**src/rtl/daily_minutes_log_table_assert.svh**
```systemverilog
// -----------------------------------------------------------------------------
// Daily minutes log table assertion macros
// Shared macros for the concurrent checks of the log table design.
// -----------------------------------------------------------------------------
`ifndef DAILY_MINUTES_LOG_TABLE_ASSERT_SVH
`define DAILY_MINUTES_LOG_TABLE_ASSERT_SVH

// The consequent must hold in the same cycle as the antecedent.
`define DMLT_ASSERT_SAME(lbl, ante, cons) \
  lbl: assert property (@(posedge clk_i) disable iff (!rst_ni) (ante) |-> (cons)) \
    else $error("log table check failed");

// The consequent must hold in the cycle after the antecedent.
`define DMLT_ASSERT_NEXT(lbl, ante, cons) \
  lbl: assert property (@(posedge clk_i) disable iff (!rst_ni) (ante) |=> (cons)) \
    else $error("log table check failed");

`endif

```
**src/rtl/dmlt_ram.sv**
```systemverilog
// -----------------------------------------------------------------------------
// Generic single-port-write RAM
// One write port and one read port with registered read data.
// -----------------------------------------------------------------------------
module dmlt_ram #(
  parameter int unsigned Width = 8,
  parameter int unsigned Depth = 16
) (
  input  logic                     clk_i,
  input  logic                     we_i,
  input  logic [$clog2(Depth)-1:0] waddr_i,
  input  logic [Width-1:0]         wdata_i,
  input  logic [$clog2(Depth)-1:0] raddr_i,
  output logic [Width-1:0]         rdata_o
);

  logic [Width-1:0] mem_q [Depth];
  logic [Width-1:0] rdata_q;

  always_ff @(posedge clk_i) begin
    if (we_i) begin
      mem_q[waddr_i] <= wdata_i;
    end
    rdata_q <= mem_q[raddr_i];
  end

  assign rdata_o = rdata_q;

endmodule

```
**config.mk**
```make
export PLATFORM = sky130hd
export DESIGN_NAME = dmlt_ram
export DESIGN_NICKNAME = d
export VERILOG_FILES = /design/src/rtl/daily_minutes_log_table_assert.svh /design/src/rtl/dmlt_ram.sv
export SDC_FILE = /design/constraint.sdc
export NUM_CORES = 1
export LEC_CHECK = 0
export BUFFER_PORTS_ARGS = -buffer_cell sky130_fd_sc_hd__buf_2
export CORE_AREA = 3 3 137 86
export DETAILED_ROUTE_END_ITERATION = 8
export DIE_AREA = 0 0 140 89
export HOLD_SLACK_MARGIN = 0.1
export PLACE_DENSITY_LB_ADDON = 0.05
export SYNTH_ARGS = -nofsm -noshare
export SYNTH_HDL_FRONTEND = slang
export SYNTH_SLANG_ARGS = --single-unit
```
**constraint.sdc**
```tcl
create_clock -name clk_i -period 2.3 [get_ports clk_i]
set_clock_uncertainty 0.05 [all_clocks]
set_input_delay 0.115 -clock clk_i [delete_from_list [all_inputs] [get_ports clk_i]]
set_output_delay 0.115 -clock clk_i [all_outputs]
set_load 0.01 [all_outputs]
```
==> metrics.md <==
| Metric | Value |
|---|---|
| Yosys top cell area share | `74.7%` |
| Top-count cell post-synth | `edfxtp_1` |
| Final HPWL from detailed placement | `6340 um` |
| Total CTS buffers | `17` |
| Post-synth EDFFs | `128` |
| Total wire length | `10,000 um` |
| Slew @ Worst Pin | `0.556 ns` |
| First-pass GRT wire length | `15,700 um` |
| Startpoint Class | `input pin` |
| Die height | `89 um` |
| Worst skew pair latency | `0.40 ns` |
| FFs w/ async S/R, synth | `0%` |
| Final hold slack | `0.119 ns` |
| Yosys top cell by area | `edfxtp_1` |
| Initial core utilization | `48.9%` |
| Total Nets Final | `310` |
| Antenna Diode Count | `0` |
| GPL Wtd Cong | `0.755` |
| CP Class | `input pin to register` |
| Post-route DRC | `0` |
| Relative max-transition margin | `62.6%` |
| Post-synth cell types | `19` |
| Min cycle time layout | `1.55 ns` |
| Seq cells post-synth | `136` |
| Setup_tns | `0 ns` |
| Root buffer cell | `clkbuf_16` |
| Pwr Density | `910 nW/um^2` |
| Initial antenna violation count | `0` |
| Synth area leaders | `edfxtp_1 75%, mux4_2 7.9%, mux4_1 7.1%` |
| Synthesized area | `5150 um^2` |
| Final setup vio count | `0` |
| Hold path startpoint | `waddr_i[1]` |
| Yosys warns | `0` |
| Die area | `12,500 um^2` |
| Syn Inst Count | `229` |
| Grt total ovfl | `0` |
| Hold path endpoint | `mem_q[12][5]` |
| I/O pins | `26` |
| Die X | `140 um` |
| Synth Net Count | `247` |
| Wire per inst | `22.6 um` |
| Post-route cell area | `6200 um^2` |
| Worst EP arrival | `1.61 ns` |
| RR Startpoint | `mem_q[1][1]` |
| Final Cycle Share | `67.4%` |
| Fin. Hold Viols | `0` |
| Maximum buffer depth of the clock tree | `2` |
| Via/cell ratio | `5.60` |
| ANT nets after route | `0` |
| Vias | `2,479` |
| Total track usage | `17.8%` |
| Max Slew Vio Count | `0` |
| Core area | `10,500 um^2` |
| DR pass1 iterations | `4` |
| R2r endpoint | `rdata_o[1]` |
| Post-synth top cells | `128 x edfxtp_1, 18 x mux4_2, 16 x a22oi_1` |
| CTS tree | `yes` |
| Largest net degree at the start of global routing | `33` |
| # rows | `29` |
| Peak VDD IR | `0.000456 V` |
| Iter 0 DRT Violations | `213` |
| Critical path fanouts, max | `7` |
| Area Overhead vs Synth | `20.5%` |
| Worst setup EP type | `register` |
| Clock sinks | `136` |
| Share of cells above drive strength 1 | `30.6%` |
| Register area share after synthesis | `77.8%` |
| Pleak | `0.00212 uW` |
| RSZ-0062 raised after global routing | `no` |
| Vias in the first global route | `2,607` |
| Max-cap check violation count | `0` |
| Clock-pin slew on the worst setup and hold paths | `0.05 ns` |
| Worst reg2reg path depth | `3` |
| R2R Setup Slk | `0.90 ns` |
| Hold Crit Depth | `2` |
| Status | `complete, no violations` |
| Fmax | `645 MHz` |
| CP Data Required Time | `2.36 ns` |
| Post-synth top flop | `edfxtp_1` |
| Placed cell area | `5540 um^2` |
| Port bufs | `25` |
| Setup Buffers After CTS | `0` |
| Min-delay worst type | `input pin to register` |
| # H-tree levels | `4` |
| Mapped Avg Cell Area | `22.5 um^2` |
==> critical path, stage by stage <==
cell and delay (ns):
dlygate4sd3_1 0.55, buf_2 0.17, nand2b_1 0.21, nor2_1 0.33, buf_4 0.24
==> repair_timing <==
item / 4_1_cts / 5_1_grt
hold buffers: 9 / 0
gates resized for setup: 0 / 0
hold endpoints to repair: 132 / 0
==> cells by family after synthesis <==
kind of cell           after synthesis  share of synthesized area [%]
muxes                               32                           15.0
AOI/OAI and AO/OA                   16                           2.33
DFF                                136                           77.8
buffers and inverters               10                           1.68
and+or+nand+nor                     35                           3.18
==> final cells by class <==
| type | instances | area [um^2] |
|---|---|---|
| Clock inverter | 7 | 66.3 |
| Tap cell | 139 | 174 |
| Sequential cell | 136 | 4000 |
| Clock buffer | 24 | 512 |
| Timing Repair Buffer | 54 | 390 |
| Multi-Input combinational cell | 83 | 1060 |
| Fill cell | 777 | 4320 |
==> sequential cells by signal, summed over array words and instances, names as in the netlist <==
signal   cells
mem_q      128
rdata_o      8
==> cells in the final DEF, fill, tap and decap left out <==
cell type        n
dlygate4sd3_1    9
nor2_1          13
buf_2           25
nor2b_1          1
nand3_1          1
nor3_1           4
or3b_2           1
mux4_2          18
buf_4           18
edfxtp_1       128
clkinvlp_4       3
clkinv_1         1
clkbuf_16       17
nand3b_1         2
mux4_1          14
bufinv_16        1
clkinv_2         2
nand2b_1         2
and2b_1          1
clkbuf_8         6
clkbuf_1         1
buf_12           2
dfxtp_1          8
and2_1           1
nand2_1          9
a22oi_1         16
==> power by group <==
| part | leakage, uW | internal [uW] | switching [uW] |
|---|---|---|---|
| Combinational | 0.000623 | 122 | 148 |
| Clock | 0.000278 | 1650 | 940 |
| Sequential | 0.00122 | 2770 | 15.4 |
==> how the worst max path moves through the flow <==
stage | startpoint | to | slack [ns] | cells past startpoint
3_5_place_dp | raddr_i[0] | rdata_o[1] | 0.67 | 5
6_report | waddr_i[0] | mem_q[14][7] | 0.75 | 5
2_1_floorplan | waddr_i[2] | mem_q[0][0] | 0.64 | 2
3_3_place_gp | raddr_i[0] | rdata_o[1] | 0.67 | 5
4_1_cts | waddr_i[0] | mem_q[14][0] | 0.76 | 5
5_1_grt | waddr_i[0] | mem_q[14][1] | 0.67 | 5
==> metal layers <==
metal  wire (um)  global-route usage (%)
met5           0                       0
met4          53                    6.68
met3         470                    5.13
met2        4650                    26.9
met1        4840                    25.3
==> per-stage QoR <==
| step | cells | power [uW] | utilization, % | worst slack (ns) |
|---|---|---|---|---|
| 6_report | 443 | 5640 | 59.0 | 0.749 |
| 5_1_grt | 443 | 5840 | 59.0 | 0.667 |
| 4_1_cts | 443 | 5690 | 59.0 | 0.760 |
| 3_5_place_dp | 403 | 3100 | 52.6 | 0.674 |
| 3_3_place_gp | 403 | 3100 | 52.6 | 0.674 |
| 2_1_floorplan | 229 | 2980 | - | 0.642 |
No activity file was read; power rests on OpenSTA's default activity.
