===== src/rtl/daily_minutes_log_table_assert.svh =====
// -----------------------------------------------------------------------------
// Daily minutes log table assertion macros
// Shared macros for the concurrent checks of the log table design.
// -----------------------------------------------------------------------------
`ifndef DAILY_MINUTES_LOG_TABLE_ASSERT_SVH
`define DAILY_MINUTES_LOG_TABLE_ASSERT_SVH

// The consequent must hold in the same cycle as the antecedent.
`define DMLT_ASSERT_SAME(lbl, ante, cons) \
  lbl: assert property (@(posedge clk_i) disable iff (!rst_ni) (ante) |-> (cons)) \
    else $error("log table check failed");

// The consequent must hold in the cycle after the antecedent.
`define DMLT_ASSERT_NEXT(lbl, ante, cons) \
  lbl: assert property (@(posedge clk_i) disable iff (!rst_ni) (ante) |=> (cons)) \
    else $error("log table check failed");

`endif


===== src/rtl/dmlt_div.sv =====
// -----------------------------------------------------------------------------
// Daily minutes log table divider
// Restoring divider producing one quotient bit per cycle.
// -----------------------------------------------------------------------------
module dmlt_div #(
  parameter int unsigned NumW = 33,
  parameter int unsigned DenW = 32
) (
  input  logic            clk_i,
  input  logic            rst_ni,
  input  logic            start_i,
  input  logic [NumW-1:0] num_i,
  input  logic [DenW-1:0] den_i,
  output logic            done_o,
  output logic [NumW-1:0] quo_o
);

  localparam int unsigned CntW = $clog2(NumW + 1);

  logic [DenW:0]   rem_q, rem_d, rem_sh;
  logic [NumW-1:0] quo_q, quo_d;
  logic [DenW-1:0] den_q;
  logic [CntW-1:0] cnt_q, cnt_d;
  logic            busy_q, busy_d;
  logic            done_q, done_d;
  logic            ge;

  always_comb begin
    rem_sh = {rem_q[DenW-1:0], quo_q[NumW-1]};
    ge     = (rem_sh >= {1'b0, den_q});
    rem_d  = rem_q;
    quo_d  = quo_q;
    cnt_d  = cnt_q;
    busy_d = busy_q;
    done_d = 1'b0;
    if (start_i) begin
      rem_d  = '0;
      quo_d  = num_i;
      cnt_d  = CntW'(NumW);
      busy_d = 1'b1;
    end else if (busy_q) begin
      rem_d = ge ? (rem_sh - {1'b0, den_q}) : rem_sh;
      quo_d = {quo_q[NumW-2:0], ge};
      cnt_d = cnt_q - 1'b1;
      if (cnt_q == CntW'(1)) begin
        busy_d = 1'b0;
        done_d = 1'b1;
      end
    end
  end

  always_ff @(posedge clk_i or negedge rst_ni) begin
    if (!rst_ni) begin
      busy_q <= 1'b0;
      done_q <= 1'b0;
      cnt_q  <= '0;
    end else begin
      busy_q <= busy_d;
      done_q <= done_d;
      cnt_q  <= cnt_d;
    end
  end

  always_ff @(posedge clk_i) begin
    rem_q <= rem_d;
    quo_q <= quo_d;
    if (start_i) begin
      den_q <= den_i;
    end
  end

  assign done_o = done_q;
  assign quo_o  = quo_q;

endmodule


===== config.mk =====
export PLATFORM = sky130hd
export DESIGN_NAME = dmlt_div
export DESIGN_NICKNAME = d
export VERILOG_FILES = /design/src/rtl/daily_minutes_log_table_assert.svh /design/src/rtl/dmlt_div.sv
export SDC_FILE = /design/constraint.sdc
export NUM_CORES = 1
export LEC_CHECK = 0
export CORE_MARGIN = 2
export CORE_UTILIZATION = 69
export DETAILED_ROUTE_END_ITERATION = 8
export DONT_BUFFER_PORTS = 1
export PLACE_DENSITY = 0.9
export SLEW_MARGIN = 20
export SYNTH_ARGS = -nofsm -noshare
export SYNTH_HDL_FRONTEND = slang
export SYNTH_SLANG_ARGS = --single-unit

===== constraint.sdc =====
create_clock -name clk_i -period 5.7 [get_ports clk_i]
set_clock_uncertainty 0.05 [all_clocks]
set_input_delay 0.855 -clock clk_i [delete_from_list [all_inputs] [get_ports clk_i]]
set_output_delay 0.855 -clock clk_i [all_outputs]
set_load 0.05 [all_outputs]

==> results.ini, run 1 <==
[run_status]
status = completed

[global_routing]
antenna_found_initial = 0
grt_max_degree = 110
grt_pass1_wl_um = 19900
grt.total_usage_pct = 25.9
grt.overflow.total = 0
grt_pass1_vias = 4300

[layout]
fill_cells = 559
multiInputGateArea_um2 = 2890
syn2layout_area_growth_pct = 4.00
n_antenna_cell = 0
nets = 657
layout-drive-gt1-share_pct = 11.1
most-common-layout-cells = 65 x edfxtp_1, 45 x nor2_1, 44 x nand2_1, 40 x inv_1
final_common_cell = edfxtp_1
regArea_um2 = 2800

[sta]
hold_viol = 0
final_max_slew_viol_count = 0
fin_crit_ps = 3570
worst_pin_slew_ps = 767
fin_setup_tns_ps = 0
rsz0062_at_grt = false
setup_ws_ps = 2130
setup_viol = 0
fmax_mhz = 280
maxSlewHeadroom_pct = 48.9
fin_crit_sh_pct = 62.6

[synth]
yosysSeqAreaShare_pct = 47.0
synth_fp_nets = 668
syn_area_um2 = 5940
synth_flop_cell = edfxtp_1
ys_async_sr_fraction_pct = 7.62
yosysTopAreaCellShare_pct = 32.9
synth_top_area_cell = edfxtp_1
synth_cell_types = 58
yosysWarnings = 0
postSynthAreaPerCell_um2 = 10.5
synth-seq-cells = 105
synthTopCellsByArea = edfxtp_1 33%, dfxtp_1 11%, ha_1 7.2%, mux2_2 6.3%, dfrtp_1 3.4%
synth-edff-count = 65
syn_inst = 565

[pwr]
powerDensity_nw_per_um2 = 507
p_leak_uw = 0.00252
ir_worst_vdd_v = 0.000313
finalPower_uw = 3130

[critical_path]
path_cells = inv_1, ha_1, nor2b_1, o2111ai_1, a2111o_2, a31oi_4, o311ai_4, nand2_4, nand2_1, nor2_1, a211o_1
path_max_fanout = 41
critPathArrivalTime_ps = 3850
worstPathRequired_ps = 5980
crit_family = compound AO/OA/AOI/OAI gates
critical_path_class = reg -> reg
crit_path_start_kind = flop
worst-path-buf-inv = 1
cp-end-kind = flop
cpMaxStageDelayCell = edfxtp_1
slowest_delay_ps = 730

[detailed_routing]
firstDrtPassIters = 5
vias = 4253
avgViaCountPerCell = 6.41
drcViolationCount = 0
drt_wl_total_um = 12100
drt-initial-drc-count = 221
antenna_left = 0
wire_per_inst_um = 18.2

[place]
gp_congestion = 0.925
dpl.hpwl_um = 8430
port_buffers = 0
dpl_worst_slack_ps = 2190

[clock_tree]
postCtsHoldBufs = 0
cts_inserted_buffers = 9
cts-resized-gates = 0
root_buffer = clkbuf_8
clkLatencyLatePin_ps = 390
postCtsSetupRepairBufs = 0
htree_levels = 3
cts_tree = done
clkSlewWorstSetupHoldPaths_ps = 110
cts.sinks = 105
clockBufferDepth = 2

[die]
die_x_um = 96.8
ios = 102
coreArea_um2 = 8300
num_rows = 33
start_util_pct = 71.5
dieArea_um2 = 9360
die_y_um = 96.8

[worst_hold_path]
worstHoldPathType = in -> async

[flow_run]
drv_cap = 0

==> sequential cells by signal, indices dropped and copies added (netlist names) <==
| register | count |
|---|---|
| done_o | 1 |
| den_q | 32 |
| cnt_q | 6 |
| rem_q | 32 |
| quo_o | 33 |
| busy_q | 1 |
==> worst reg2reg max path: stages, from the launching register on <==
cell,delay (ps)
edfxtp_1,730
inv_1,110
ha_1,250
nor2b_1,160
o2111ai_1,180
a2111o_2,560
a31oi_4,200
o311ai_4,190
nand2_4,490
nand2_1,170
nor2_1,260
a211o_1,170
==> power by group <==
part	internal, uW	switching (uW)
clock network	176	295
registers	1020	379
logic	552	710
==> final cells by class <==
cell class	count	share of cell area, %
Clock inverter	7	1.30
Multi-Input combinational cell	398	46.8
Inverter	40	2.43
Sequential cell	105	45.3
Clock buffer	9	2.01
Tap cell	105	2.13
==> routing by layer <==
layer / part of all wire (%) / global-route usage [%]
met1: 42 / 32.2
met3: 6.2 / 7.08
met2: 49 / 43.7
met4: 2.2 / 8.67
met5: 0 / 0
==> path summary, 6_finish.rpt <==
| check | slack [ps] | from | depth (start not counted) | to |
|---|---|---|---|---|
| min | 100 | rst_ni | 0 | cnt_q[5] |
| max reg2reg | 2130 | quo_o[32] | 11 | rem_q[21] |
| min reg2reg | 460 | rem_q[14] | 2 | rem_q[14] |
| max in group asynchronous | 5420 | rst_ni | 0 | busy_q |
| min in group clk_i | 460 | rem_q[14] | 2 | rem_q[14] |
| max | 2130 | quo_o[32] | 11 | rem_q[21] |
==> cells by family after synthesis <==
kind of cell    after synthesis  share of synthesized area, %
compound gates              136                          16.1
flops                       105                          47.0
xor+xnor                     30                          4.43
mux                          49                          8.96
fa+ha+maj                    35                          7.50
buf+inv                      62                          4.24
simple gates                148                          11.7
==> synthesized netlist by cell type (11+ instances only) <==
cell type,instances
a211oi_1,21
a21oi_1,34
clkbuf_1,11
dfxtp_1,32
edfxtp_1,65
ha_1,34
inv_1,40
mux2_2,33
mux2i_1,16
nand2_1,44
nand3_1,15
nor2_1,45
o21ai_0,21
xnor2_1,16
xor2_1,14
==> stage by stage <==
stage          cells  utilization, %  hold slack [ps]  instance area, um^2
2_1_floorplan    565               -              408                 5940
3_3_place_gp     648            71.9              419                 5970
3_5_place_dp     648            71.9              430                 5970
4_1_cts          664            74.4             91.5                 6170
5_1_grt          664            74.4             75.8                 6170
6_report         664            74.4              102                 6170
(Power assumes the default switching activity.)
==> run 2, diff against run 1 <==
--- a/config.mk
+++ b/config.mk
@@ -6,10 +6,10 @@
 export NUM_CORES = 1
 export LEC_CHECK = 0
 export CORE_MARGIN = 2
-export CORE_UTILIZATION = 69
+export CORE_UTILIZATION = 64
 export DETAILED_ROUTE_END_ITERATION = 8
 export DONT_BUFFER_PORTS = 1
-export PLACE_DENSITY = 0.9
+export PLACE_DENSITY = 0.85
 export SLEW_MARGIN = 20
 export SYNTH_ARGS = -nofsm -noshare
 export SYNTH_HDL_FRONTEND = slang
==> constraint.sdc (replaced) <==
create_clock -name clk_i -period 3.7 [get_ports clk_i]
set_clock_uncertainty 0.05 [all_clocks]
set_input_delay 0.555 -clock clk_i [delete_from_list [all_inputs] [get_ports clk_i]]
set_output_delay 0.555 -clock clk_i [all_outputs]
set_load 0.05 [all_outputs]
==> results.ini, run 2 (synthesis gave the netlist of run 1 again) <==
[die]
num_rows = 35  ; was 33
die_x_um = 100  ; was 96.8 um
coreArea_um2 = 9110  ; was 8300 um^2
start_util_pct = 65.2  ; was 71.5%
ios = 102  ; unchanged
dieArea_um2 = 10100  ; was 9360 um^2
die_y_um = 100  ; was 96.8 um

[layout]
finalInstanceArea_um2 = 6220  ; was 6170 um^2
stdcell_count = 674  ; was 664
n_antenna_cell = 0  ; unchanged
layout-drive-gt1-share_pct = 11.5  ; was 11.1%
final_common_cell = edfxtp_1  ; unchanged
nets = 661  ; was 657
most-common-layout-cells = 65 x edfxtp_1, 45 x nor2_1, 44 x nand2_1, 40 x inv_1  ; unchanged
largest_reg_flops = 33  ; unchanged
syn2layout_area_growth_pct = 4.78  ; was 4.00%
multiInputGateArea_um2 = 2890  ; unchanged
regArea_um2 = 2790  ; was 2800 um^2
fill_cells = 687  ; was 559

[clock_tree]
postCtsSetupRepairBufs = 0  ; unchanged
cts_inserted_buffers = 9  ; unchanged
clockBufferDepth = 2  ; unchanged
root_buffer = clkbuf_8  ; unchanged
cts_tree = done  ; unchanged
clkLatencyLatePin_ps = 390  ; about the same
htree_levels = 3  ; unchanged
clkSlewWorstSetupHoldPaths_ps = 120  ; was 110 ps
cts.sinks = 105  ; unchanged

[sta]
final_max_slew_viol_count = 0  ; unchanged
worst_pin_slew_ps = 746  ; was 767 ps
fin_crit_ps = 3270  ; was 3570 ps
setup_viol = 0  ; unchanged
fin_crit_sh_pct = 88.4  ; was 62.6%
hold_viol = 0  ; unchanged
rsz0062_at_grt = false  ; unchanged
fmax_mhz = 306  ; was 280 MHz
maxSlewHeadroom_pct = 50.2  ; was 48.9%
fin_setup_tns_ps = 0  ; unchanged

[pwr]
powerDensity_nw_per_um2 = 776  ; was 507 nW/um^2
switchingPower_uw = 2120  ; was 1380 uW
comb_power_share_pct = 41.0  ; was 40.3%
p_leak_uw = 0.00254  ; was 0.00252 uW
pwr-share-seq_pct = 43.6  ; was 44.6%
clkPwrFrac_pct = 15.4  ; was 15.1%
ir_worst_vdd_v = 0.000443  ; was 0.000313 V
switching_share_pct = 43.9  ; was 44.2%
p_int_uw = 2710  ; was 1750 uW

[place]
port_buffers = 0  ; unchanged
dpl_cell_area_um2 = 6000  ; was 5970 um^2
gp_congestion = 0.931  ; was 0.925
dp_cells = 657  ; was 648
dpl.hpwl_um = 8420  ; was 8430 um

[global_routing]
antenna_found_initial = 0  ; unchanged
grt_max_degree = 110  ; unchanged
grt.total_usage_pct = 24.9  ; was 25.9%
grt_pass1_vias = 4254  ; was 4,300
grt.overflow.total = 0  ; unchanged
grt_pass1_wl_um = 19900  ; about the same

[detailed_routing]
drt_wl_total_um = 11900  ; was 12,100 um
antenna_left = 0  ; unchanged
drcViolationCount = 0  ; unchanged
avgViaCountPerCell = 6.33  ; was 6.41
firstDrtPassIters = 5  ; unchanged
drt-initial-drc-count = 194  ; was 221
vias = 4264  ; was 4,253
wire_per_inst_um = 17.6  ; was 18.2 um

[critical_path]
critPathArrivalTime_ps = 3510  ; was 3850 ps
crit_path_start_kind = flop  ; unchanged
path_max_fanout = 41  ; unchanged
critical_path_class = reg -> reg  ; unchanged
slowest_delay_ps = 550  ; was 730 ps
worst-path-buf-inv = 1  ; unchanged
cpMaxStageDelayCell = o311ai_4  ; was edfxtp_1
crit_family = compound AO/OA/AOI/OAI gates  ; unchanged
path_cells = inv_1, ha_1, a21o_1, a31oi_1, a2111o_2, a31oi_4, o311ai_4, nand2_4, nand2_1, nor2_1, a211o_1  ; was inv_1, ha_1, nor2b_1, o2111ai_1, a2111o_2, a31oi_4, o311ai_4, nand2_4, nand2_1, nor2_1, a211o_1
worstPathRequired_ps = 3930  ; was 5980 ps
cp-end-kind = flop  ; unchanged

[flow_run]
drv_cap = 0  ; unchanged

[worst_hold_path]
worstHoldPathType = in -> reg  ; was in -> async

[run_status]
status = completed  ; unchanged

-- run 2: per-stage QoR --
stage                     util [%]  hold WS (ps)  power (uW)  worst slack [ps]
after detailed placement      65.9           210        4080               498
after global placement        65.9           210        4000               573
after CTS                     68.3           158        4830               458
final                         68.3           174        4820               429
after global routing          68.3           153        5160               172
after floorplan                  -           209        3710               678
-- run 2: power by group through the flow --
stage | sequential [uW] | combinational, uW | clock, uW
4_1_cts | 2100 | 1970 | 757
3_3_place_gp | 2110 | 1890 | 0
5_1_grt | 2140 | 2210 | 801
6_report | 2100 | 1980 | 742
2_1_floorplan | 2050 | 1660 | 0
3_5_place_dp | 2120 | 1960 | 0
-- run 2: final cells by class --
class / count / share of cell area (%)
flip-flops and latches: 105 / 44.9
repair buffers: 4 / 0.523
inverters: 40 / 2.41
clock inverters: 7 / 1.43
clock buffers: 9 / 1.99
multi-input cells: 398 / 46.5
well taps: 111 / 2.23
-- run 2: repair_timing --
action,in CTS,in global routing
resized for setup,0,0
setup endpoints to repair,0,0
hold buffers,1,0
hold endpoints to repair,8,0
-- run 2: final timing paths --
check	start	to	slack [ps]	depth (start not counted)
max reg2reg	den_q[4]	rem_q[28]	430	11
min in group asynchronous	rst_ni	cnt_q[4]	440	1
min reg2reg	rem_q[1]	rem_q[1]	440	2
min	start_i	cnt_q[4]	170	1
max	den_q[4]	rem_q[28]	430	11
max in group asynchronous	rst_ni	busy_q	2870	1
-- run 2: per-layer routing --
layer | global-route usage, % | vias up | wire [um] | part of all wire [%]
li1 | - | 2054 | - | -
met2 | 40.6 | 170 | 5700 | 48
met3 | 8.36 | 30 | 1070 | 9.0
met4 | 9.06 | 0 | 252 | 2.1
met5 | 0 | - | 0 | 0
met1 | 30.9 | 2010 | 4850 | 41
==> run 3, diff against run 2 <==
--- a/config.mk
+++ b/config.mk
@@ -5,11 +5,13 @@
 export SDC_FILE = /design/constraint.sdc
 export NUM_CORES = 1
 export LEC_CHECK = 0
+export ABC_AREA = 1
 export CORE_MARGIN = 2
-export CORE_UTILIZATION = 64
+export CORE_UTILIZATION = 65
 export DETAILED_ROUTE_END_ITERATION = 8
 export DONT_BUFFER_PORTS = 1
-export PLACE_DENSITY = 0.85
+export PLACE_DENSITY = 0.86
+export SKIP_LAST_GASP = 1
 export SLEW_MARGIN = 20
 export SYNTH_ARGS = -nofsm -noshare
 export SYNTH_HDL_FRONTEND = slang
==> results.ini, run 3 <==
[run_status]
status = completed  ; unchanged

[die]
ios = 102  ; unchanged
dieArea_um2 = 11500  ; was 10,100 um^2
start_util_pct = 66.9  ; was 65.2%
die_x_um = 107  ; was 100 um
coreArea_um2 = 10300  ; was 9110 um^2
die_y_um = 107  ; was 100 um
num_rows = 37  ; was 35

[pwr]
ir_worst_vdd_v = 0.000479  ; was 0.000443 V
switching_share_pct = 46.2  ; was 43.9%
pwr-share-seq_pct = 39.4  ; was 43.6%
switchingPower_uw = 2130  ; was 2120 uW
clkPwrFrac_pct = 15.8  ; was 15.4%
p_int_uw = 2480  ; was 2710 uW
p_leak_uw = 0.00387  ; was 0.00254 uW
comb_power_share_pct = 44.8  ; was 41.0%
powerDensity_nw_per_um2 = 639  ; was 776 nW/um^2

[sta]
final_max_slew_viol_count = 0  ; unchanged
setup_ws_ps = 1010  ; was 429 ps
hold_viol = 0  ; unchanged
rsz0062_at_grt = false  ; unchanged
fmax_mhz = 371  ; was 306 MHz
maxSlewHeadroom_pct = 27.9  ; was 50.2%
fin_setup_tns_ps = 0  ; unchanged
fin_crit_sh_pct = 72.8  ; was 88.4%
worst_pin_slew_ps = 1080  ; was 746 ps
setup_viol = 0  ; unchanged
fin_crit_ps = 2690  ; was 3270 ps

[place]
gp_congestion = 1.01  ; was 0.931
dpl_cell_area_um2 = 6990  ; was 6000 um^2
dpl_worst_slack_ps = 1040  ; was 498 ps
port_buffers = 0  ; unchanged
dpl.hpwl_um = 11700  ; was 8420 um

[synth]
syn_area_um2 = 6910  ; was 5940 um^2
ys_async_sr_fraction_pct = 7.62  ; unchanged
synth_fp_nets = 1098  ; was 668
yosysWarnings = 0  ; unchanged
synth-seq-cells = 105  ; unchanged
yosysMostFrequentCell = nand2_1  ; was edfxtp_1
postSynthAreaPerCell_um2 = 6.94  ; was 10.5 um^2
yosysTopAreaCellShare_pct = 28.3  ; was 32.9%
synthTopCellsByArea = edfxtp_1 28%, nand2_1 23%, inv_1 9.6%, dfxtp_1 9.3%, ha_1 6.2%  ; was edfxtp_1 33%, dfxtp_1 11%, ha_1 7.2%, mux2_2 6.3%, dfrtp_1 3.4%
synth_cell_types = 37  ; was 58
synth-edff-count = 65  ; unchanged
syn_inst = 995  ; was 565
yosysSeqAreaShare_pct = 40.4  ; was 47.0%
synth_flop_cell = edfxtp_1  ; unchanged
synth_top_area_cell = edfxtp_1  ; unchanged
ys_top_cells_by_count = 415 x nand2_1, 177 x inv_1, 82 x nand3_1  ; was 65 x edfxtp_1, 45 x nor2_1, 44 x nand2_1

[critical_path]
path_depth = 12  ; was 11
path_cells = inv_1, ha_1, inv_1, nand3_1, nand3_2, nand2_1, nand2_1, nand2_2, nand2_4, nand2_1, nand3_1, o21ai_1  ; was inv_1, ha_1, a21o_1, a31oi_1, a2111o_2, a31oi_4, o311ai_4, nand2_4, nand2_1, nor2_1, a211o_1
cp_common_cell = nand2_1
critical_path_class = reg -> reg  ; unchanged
slowest_delay_ps = 670  ; was 550 ps
cp-end-kind = flop  ; unchanged
regToRegStartpoint = quo_o[32]  ; was den_q[4]
worst-r2r-cell-count = 12  ; was 11
cpMaxStageDelayCell = edfxtp_1  ; was o311ai_4
worst-path-buf-inv = 2  ; was 1
critPathArrivalTime_ps = 2900  ; was 3510 ps
ff2ff_setup_slack_ps = 1010  ; was 430 ps
crit_path_start_kind = flop  ; unchanged
crit_family = simple AND/OR/NAND/NOR gates  ; was compound AO/OA/AOI/OAI gates
worstPathRequired_ps = 3910  ; was 3930 ps
path_max_fanout = 32  ; was 41
regToRegEndpoint = rem_q[5]  ; was rem_q[28]

[layout]
nets = 1092  ; was 661
largest_reg_flops = 33  ; unchanged
syn2layout_area_growth_pct = 4.27  ; was 4.78%
fill_cells = 889  ; was 687
n_antenna_cell = 0  ; unchanged
layout-drive-gt1-share_pct = 4.12  ; was 11.5%
finalInstanceArea_um2 = 7200  ; was 6220 um^2
most-common-layout-cells = 415 x nand2_1, 177 x inv_1, 82 x nand3_1, 65 x edfxtp_1, 40 x nor2_1  ; was 65 x edfxtp_1, 45 x nor2_1, 44 x nand2_1, 40 x inv_1
final_common_cell = nand2_1  ; was edfxtp_1

[flow_run]
drv_cap = 0  ; unchanged

[detailed_routing]
drt-initial-drc-count = 399  ; was 194
drt_wl_total_um = 15600  ; was 11,900 um
antenna_left = 0  ; unchanged
firstDrtPassIters = 6  ; was 5
drcViolationCount = 0  ; unchanged
wire_per_inst_um = 13.8  ; was 17.6 um
avgViaCountPerCell = 5.38  ; was 6.33
vias = 6079  ; was 4,264

[global_routing]
grt_max_degree = 70  ; was 110
grt.total_usage_pct = 28.8  ; was 24.9%
antenna_found_initial = 0  ; unchanged
grt_pass1_vias = 5795  ; was 4,254
grt_pass1_wl_um = 26400  ; was 19,900 um
grt.overflow.total = 0  ; unchanged

[worst_hold_path]
hp-start = start_i  ; unchanged
worstHoldPathType = in -> reg  ; unchanged
hold_end = done_o  ; was cnt_q[4]
holdPathStages = 1  ; unchanged

[clock_tree]
cts.sinks = 105  ; unchanged
cts_tree = done  ; unchanged
clockBufferDepth = 2  ; unchanged
htree_levels = 3  ; unchanged
clkSlewWorstSetupHoldPaths_ps = 110  ; was 120 ps
clkLatencyLatePin_ps = 400  ; was 390 ps
cts_inserted_buffers = 9  ; unchanged
root_buffer = clkbuf_8  ; unchanged

[run 3: final cells by class]
type | instances | area, um^2 | share of cell area, %
Clock inverter | 7 | 82.6 | 1.15
Inverter | 182 | 683 | 9.48
Sequential cell | 105 | 2790 | 38.8
Clock buffer | 9 | 124 | 1.72
Tap cell | 136 | 170 | 2.36
Multi-Input combinational cell | 685 | 3300 | 45.9
Timing Repair Buffer | 6 | 47.5 | 0.660
[run 3: logic make-up after synthesis]
family,count (synthesis),share of synthesized area [%]
xor gates and xnor gates,14,1.77
and+or+nand+nor,587,35.7
buffers and inverters,205,11.8
AOI/OAI and AO/OA,49,3.82
DFF,105,40.4
adders and majority gates,35,6.45
[run 3: metrics by stage]
step           utilization (%)  hold WS (ps)  cells  total power, uW
5_1_grt                   69.8           167   1130             4950
6_report                  69.8           180   1130             4610
2_1_floorplan                -           209    995             3460
3_3_place_gp              67.7           210   1113             3810
4_1_cts                   69.8           158   1130             4590
3_5_place_dp              67.7           210   1113             3850
[run 3: worst max path at each step]
stage / from / endpoint / slack (ps)
after floorplan: start_i / quo_o[0] / 1100
after global placement: quo_o[32] / rem_q[28] / 1100
after detailed placement: quo_o[32] / rem_q[5] / 1040
after CTS: quo_o[32] / rem_q[5] / 1000
after global routing: den_q[8] / rem_q[28] / 790
final: quo_o[32] / rem_q[5] / 1010
[run 3: timing repair]
item / 4_1_cts / 5_1_grt
setup buffers: 0 / 0
hold buffers: 1 / 0
gates resized for setup: 0 / 0
hold endpoints to repair: 8 / 0
[run 3: power groups by stage]
stage          Sequential (uW)  Combinational (uW)  Clock (uW)
2_1_floorplan             1800                1660           0
3_3_place_gp              1830                1970           0
3_5_place_dp              1840                2010           0
4_1_cts                   1820                2040         743
5_1_grt                   1840                2340         770
6_report                  1820                2060         727
[run 3: metal layers]
layer | vias up | track usage (%) | wire, um
li1 | 3068 | - | -
met1 | 2724 | 35.6 | 6650
met2 | 239 | 48.2 | 7250
met3 | 48 | 7.60 | 1320
met4 | 0 | 10.7 | 420
met5 | - | 0 | 0
